===== src/sv/ssm_pkg.sv =====
package ssm_pkg;
    localparam int NUM_LANES   = 8;
    localparam int NUM_STEPS   = 16;
    localparam int LANE_W      = 3;
    localparam int STEP_W      = 4;
    localparam int LEN_W       = 5;
    localparam int TGT_W       = 8;
    localparam int VAL_W       = 16;
    localparam int BPS_W       = 41;
    localparam logic [TGT_W-1:0] TARGET_NONE = 8'd255;
    localparam logic [BPS_W-1:0] MIN_BEATS_PER_STEP = 41'd4295;

    localparam logic [1:0] FUNC_STEP    = 2'd0;
    localparam logic [1:0] FUNC_SETUP   = 2'd1;
    localparam logic [1:0] FUNC_PUBLISH = 2'd2;
    localparam logic [1:0] FUNC_BLOCK   = 2'd3;

    typedef struct packed {
        logic       item;
        logic       div_start;
        logic       lane_start;
        logic       search_step;
        logic       claim;
        logic       out_load;
        logic       next_lane;
    } t_cmd;

    typedef struct packed {
        logic       div_done;
        logic       found;
        logic       search_end;
        logic       last_lane;
        logic       out_busy;
    } t_status;
endpackage


===== src/sv/ssm_ctrl.sv =====
module ssm_ctrl (
    input  logic            i_clk,
    input  logic            i_rst_n,
    input  logic            i_item,
    input  logic [1:0]      i_func,
    input  ssm_pkg::t_status i_status,
    output logic            o_ready,
    output ssm_pkg::t_cmd   o_cmd
);
    import ssm_pkg::*;

    localparam logic [2:0] S_IDLE = 3'd0;
    localparam logic [2:0] S_DIV  = 3'd1;
    localparam logic [2:0] S_LANE = 3'd2;
    localparam logic [2:0] S_SRCH = 3'd3;
    localparam logic [2:0] S_OUT  = 3'd4;

    logic [2:0] r_state, n_state;

    assign o_ready = (r_state == S_IDLE);

    always_comb begin
        n_state = r_state;
        o_cmd   = '0;
        o_cmd.item = i_item;
        unique case (r_state)
            S_IDLE: begin
                if (i_item && i_func == FUNC_BLOCK) begin
                    o_cmd.div_start = 1'b1;
                    n_state = S_DIV;
                end
            end
            S_DIV: begin
                if (i_status.div_done) begin
                    n_state = S_LANE;
                end
            end
            S_LANE: begin
                o_cmd.lane_start = 1'b1;
                n_state = S_SRCH;
            end
            S_SRCH: begin
                if (i_status.found || i_status.search_end) begin
                    n_state = S_OUT;
                end else begin
                    o_cmd.search_step = 1'b1;
                end
            end
            S_OUT: begin
                if (!i_status.out_busy) begin
                    o_cmd.out_load = 1'b1;
                    o_cmd.claim    = 1'b1;
                    if (i_status.last_lane) begin
                        n_state = S_IDLE;
                    end else begin
                        o_cmd.next_lane = 1'b1;
                        n_state = S_LANE;
                    end
                end
            end
            default: n_state = S_IDLE;
        endcase
    end

    always_ff @(posedge i_clk) begin
        if (!i_rst_n) begin
            r_state <= S_IDLE;
        end else begin
            r_state <= n_state;
        end
    end
endmodule


===== config.mk =====
export PLATFORM = sky130hd
export DESIGN_NAME = ssm_ctrl
export DESIGN_NICKNAME = d
export VERILOG_FILES = /design/src/sv/ssm_pkg.sv /design/src/sv/ssm_ctrl.sv
export SDC_FILE = /design/constraint.sdc
export NUM_CORES = 1
export LEC_CHECK = 0
export ABC_AREA = 1
export BUFFER_PORTS_ARGS = -buffer_cell sky130_fd_sc_hd__clkbuf_2
export CORE_AREA = 2 2 39 41
export CTS_CLUSTER_SIZE = 20
export DETAILED_ROUTE_END_ITERATION = 6
export DIE_AREA = 0 0 41 43
export HOLD_SLACK_MARGIN = 0.02
export REMOVE_ABC_BUFFERS = 1
export SLEW_MARGIN = 15
export SYNTH_ARGS = -nofsm -noshare
export SYNTH_HDL_FRONTEND = slang
export SYNTH_SLANG_ARGS = --single-unit

===== constraint.sdc =====
create_clock -name i_clk -period 1.35 [get_ports i_clk]
set_input_delay 0.0675 -clock i_clk [delete_from_list [all_inputs] [get_ports i_clk]]
set_output_delay 0.0675 -clock i_clk [all_outputs]
set_load 0.02 [all_outputs]

==> run_results.csv <==
group,metric,value,unit
critical_path,cp_data_arrival_time,1150,ps
route,routed_wl,619,um
floorplan,die_h,43,um
timing,min_period,1220,ps
critical_path,crit_chain,"nor2_2 -> nand2_1 -> nor3_1 -> clkbuf_2",
place,hpwl,525,um
hold_path,hold_end,"r_state[0]$_SDFFE_PN0P_",
route,drt_iter0_markers,0,
timing,skew,2.72,ps
clock_tree,clkSlewWorstSetupHoldPaths,40,ps
route,drc,0,
route,vias_per_cell,4.05,
place,io_buffers,17,
clock_tree,cts_buffer_depth,2,
critical_path,cp_max_fo,5,
critical_path,worstSetupPathType,"reg2out",
global_routing,grt_overflow,0,
floorplan,start_util,0.204,
clock_tree,cts_hold_buffers,0,
place,place.gp.congestion,0.703,
timing,fin_crit_sh,0.905,
layout,largest_register_ffs,3,
pwr,vdd_drop_max,0.732,mV
synthesis,synth-seq-area-share,0.212,
global_routing,grt_max_degree,9,
route,wl_per_cell,7.64,um
timing,finalSetupViolCount,0,
hold_path,hp-class,"in2reg",
timing,max_freq,0.818,GHz
layout,syn_to_final_growth,37.6,%
critical_path,cp-end-kind,"output port",
global_routing,grt_pass1_wl,897,um
place,dp_slack,131,ps
run_status,status,"complete, no violations",
clock_tree,clock-sinks,3,
layout,top_register,"r_state",
timing,worst_pin_slew,192,ps
floorplan,die_area,0.00176,mm2
clock_tree,root_buffer,"clkbuf_4",
hold_path,min_from,"i_rst_n",
synthesis,syn_area,283,um2
critical_path,required,1280,ps
synthesis,synth_cells,47,
floorplan,rows,14,
synthesis,ys_top_cells_by_area,"dfxtp_1 21%, nand2_2 11%, nand2_1 11%",
synthesis,yosys_register_bits,3,
layout,antenna_cells,0,
layout,final_util,0.281,
layout,top_regs,"r_state x3",
route,antenna_left,0,
floorplan,ioPinCount,18,
timing,slew_violations,0,
global_routing,grt.total_usage,0.0832,
pwr,p_leak,0.222,nW
synthesis,ys_warn_count,0,
layout,layout-drive-gt1-share,0.477,
floorplan,core,0.00138,mm2
clock_tree,insertion_delay,240,ps
critical_path,crit_path_max_incr_delay,350,ps
timing,fin_tns_setup,0,ps
global_routing,first_global_vias,255,
critical_path,reg2reg_slack,250,ps
clock_tree,cts_tree,"built",
route,first_pass_iters,1,
critical_path,startpoint,"r_state[1]$_SDFFE_PN0P_",
run,maxCapViolations,0,
critical_path,reg2reg_to,"r_state[2]$_SDFFE_PN0P_",
route,dr_total_vias,328,
critical_path,start_kind,"flip-flop",
clock_tree,cts-htree-levels,1,
synthesis,ys_types,13,
timing,worst_slack,128,ps
synthesis,avgSynthCellArea,6.02,um2
timing,slew_headroom,0.872,
critical_path,r2r-start,"r_state[2]$_SDFFE_PN0P_",
pwr,power_density,2120,mW/mm2
critical_path,cp_slowest_cell,"dfxtp_1",
global_routing,antenna_found_initial,0,
layout,nets,76,
clock_tree,numCtsBuffers,3,
synthesis,netlist.top_cell.by_area,"dfxtp_1",
hold_path,whs_path_depth,3,
timing,hold_viol_final,0,
synthesis,synth.top_cell.area_share,0.212,
floorplan,die_width,41,um
timing,whs,59.0,ps
critical_path,ff2ff_path_depth,7,
timing,rsz0062_at_grt,"no",
cell usage in the layout (no fill, tap or decap), drive strengths merged:
cell type  instances
o21bai             1
o21ai              1
nor2              13
dfxtp              3
nand3              4
nor3               2
inv                7
clkbuf            21
nand2             13
through the flow:
step	instances	power, W	area [um2]
floorplan	44	0.000554	256
global placement	77	0.000666	362
detailed placement	77	0.000671	362
CTS	81	0.000839	388
global route	81	0.000922	389
finish	81	0.000826	389
worst max path at each step:
stage / slack, ps / to
global route: 30 / o_cmd[0]
floorplan: 180 / o_cmd[1]
CTS: 60 / o_cmd[1]
global placement: 160 / r_state[2]$_SDFFE_PN0P_
finish: 130 / o_cmd[0]
detailed placement: 130 / r_state[2]$_SDFFE_PN0P_
Yosys cell counts, drive strengths merged:
cell type,n
nor3,2
dfxtp,3
nand3,4
buf,3
o21bai,1
o21ai,1
nand2,13
inv,7
nor2,13
final cells by class:
class / count / area, um2
sequential: 3 / 61.3
inverter: 7 / 26.3
fill: 166 / 995
clock buffer: 4 / 26.3
tap: 16 / 20.0
timing repair buffer: 17 / 85.1
multi-input combinational: 34 / 170
worst max-delay path, delay by kind of cell, from the launching register on:
family | cells | cell delay (ps)
buffers and inverters | 1 | 190
and+or+nand+nor | 3 | 370
DFF | 1 | 350
where the power goes:
| group | total [W] | internal [W] | switching [W] |
|---|---|---|---|
| Clock | 0.000159 | 0.000111 | 0.0000486 |
| Sequential | 0.000180 | 0.000127 | 0.0000531 |
| Combinational | 0.000486 | 0.000176 | 0.000310 |
cell families (layout without fill, tap and decap cells):
family          Yosys count  after routing  share of synthesized area
compound gates            2              2                     0.0442
flops                     3              3                      0.212
simple gates             32             32                      0.558
buf+inv                  10             28                      0.186
routing by layer:
layer / vias to the layer above / global-route usage / wire, um
li1: 177 / - / -
met1: 132 / 0.0865 / 247
met2: 15 / 0.109 / 265
met3: 4 / 0.0471 / 86
met4: 0 / 0.0800 / 21
met5: - / 0 / 0
what timing repair did:
| item | in CTS | in global routing |
|---|---|---|
| setup buffers | 0 | 0 |
| setup endpoints to repair | 0 | 2 |
| gates resized for setup | 0 | 1 |
No activity file was read; power rests on OpenSTA's default activity.
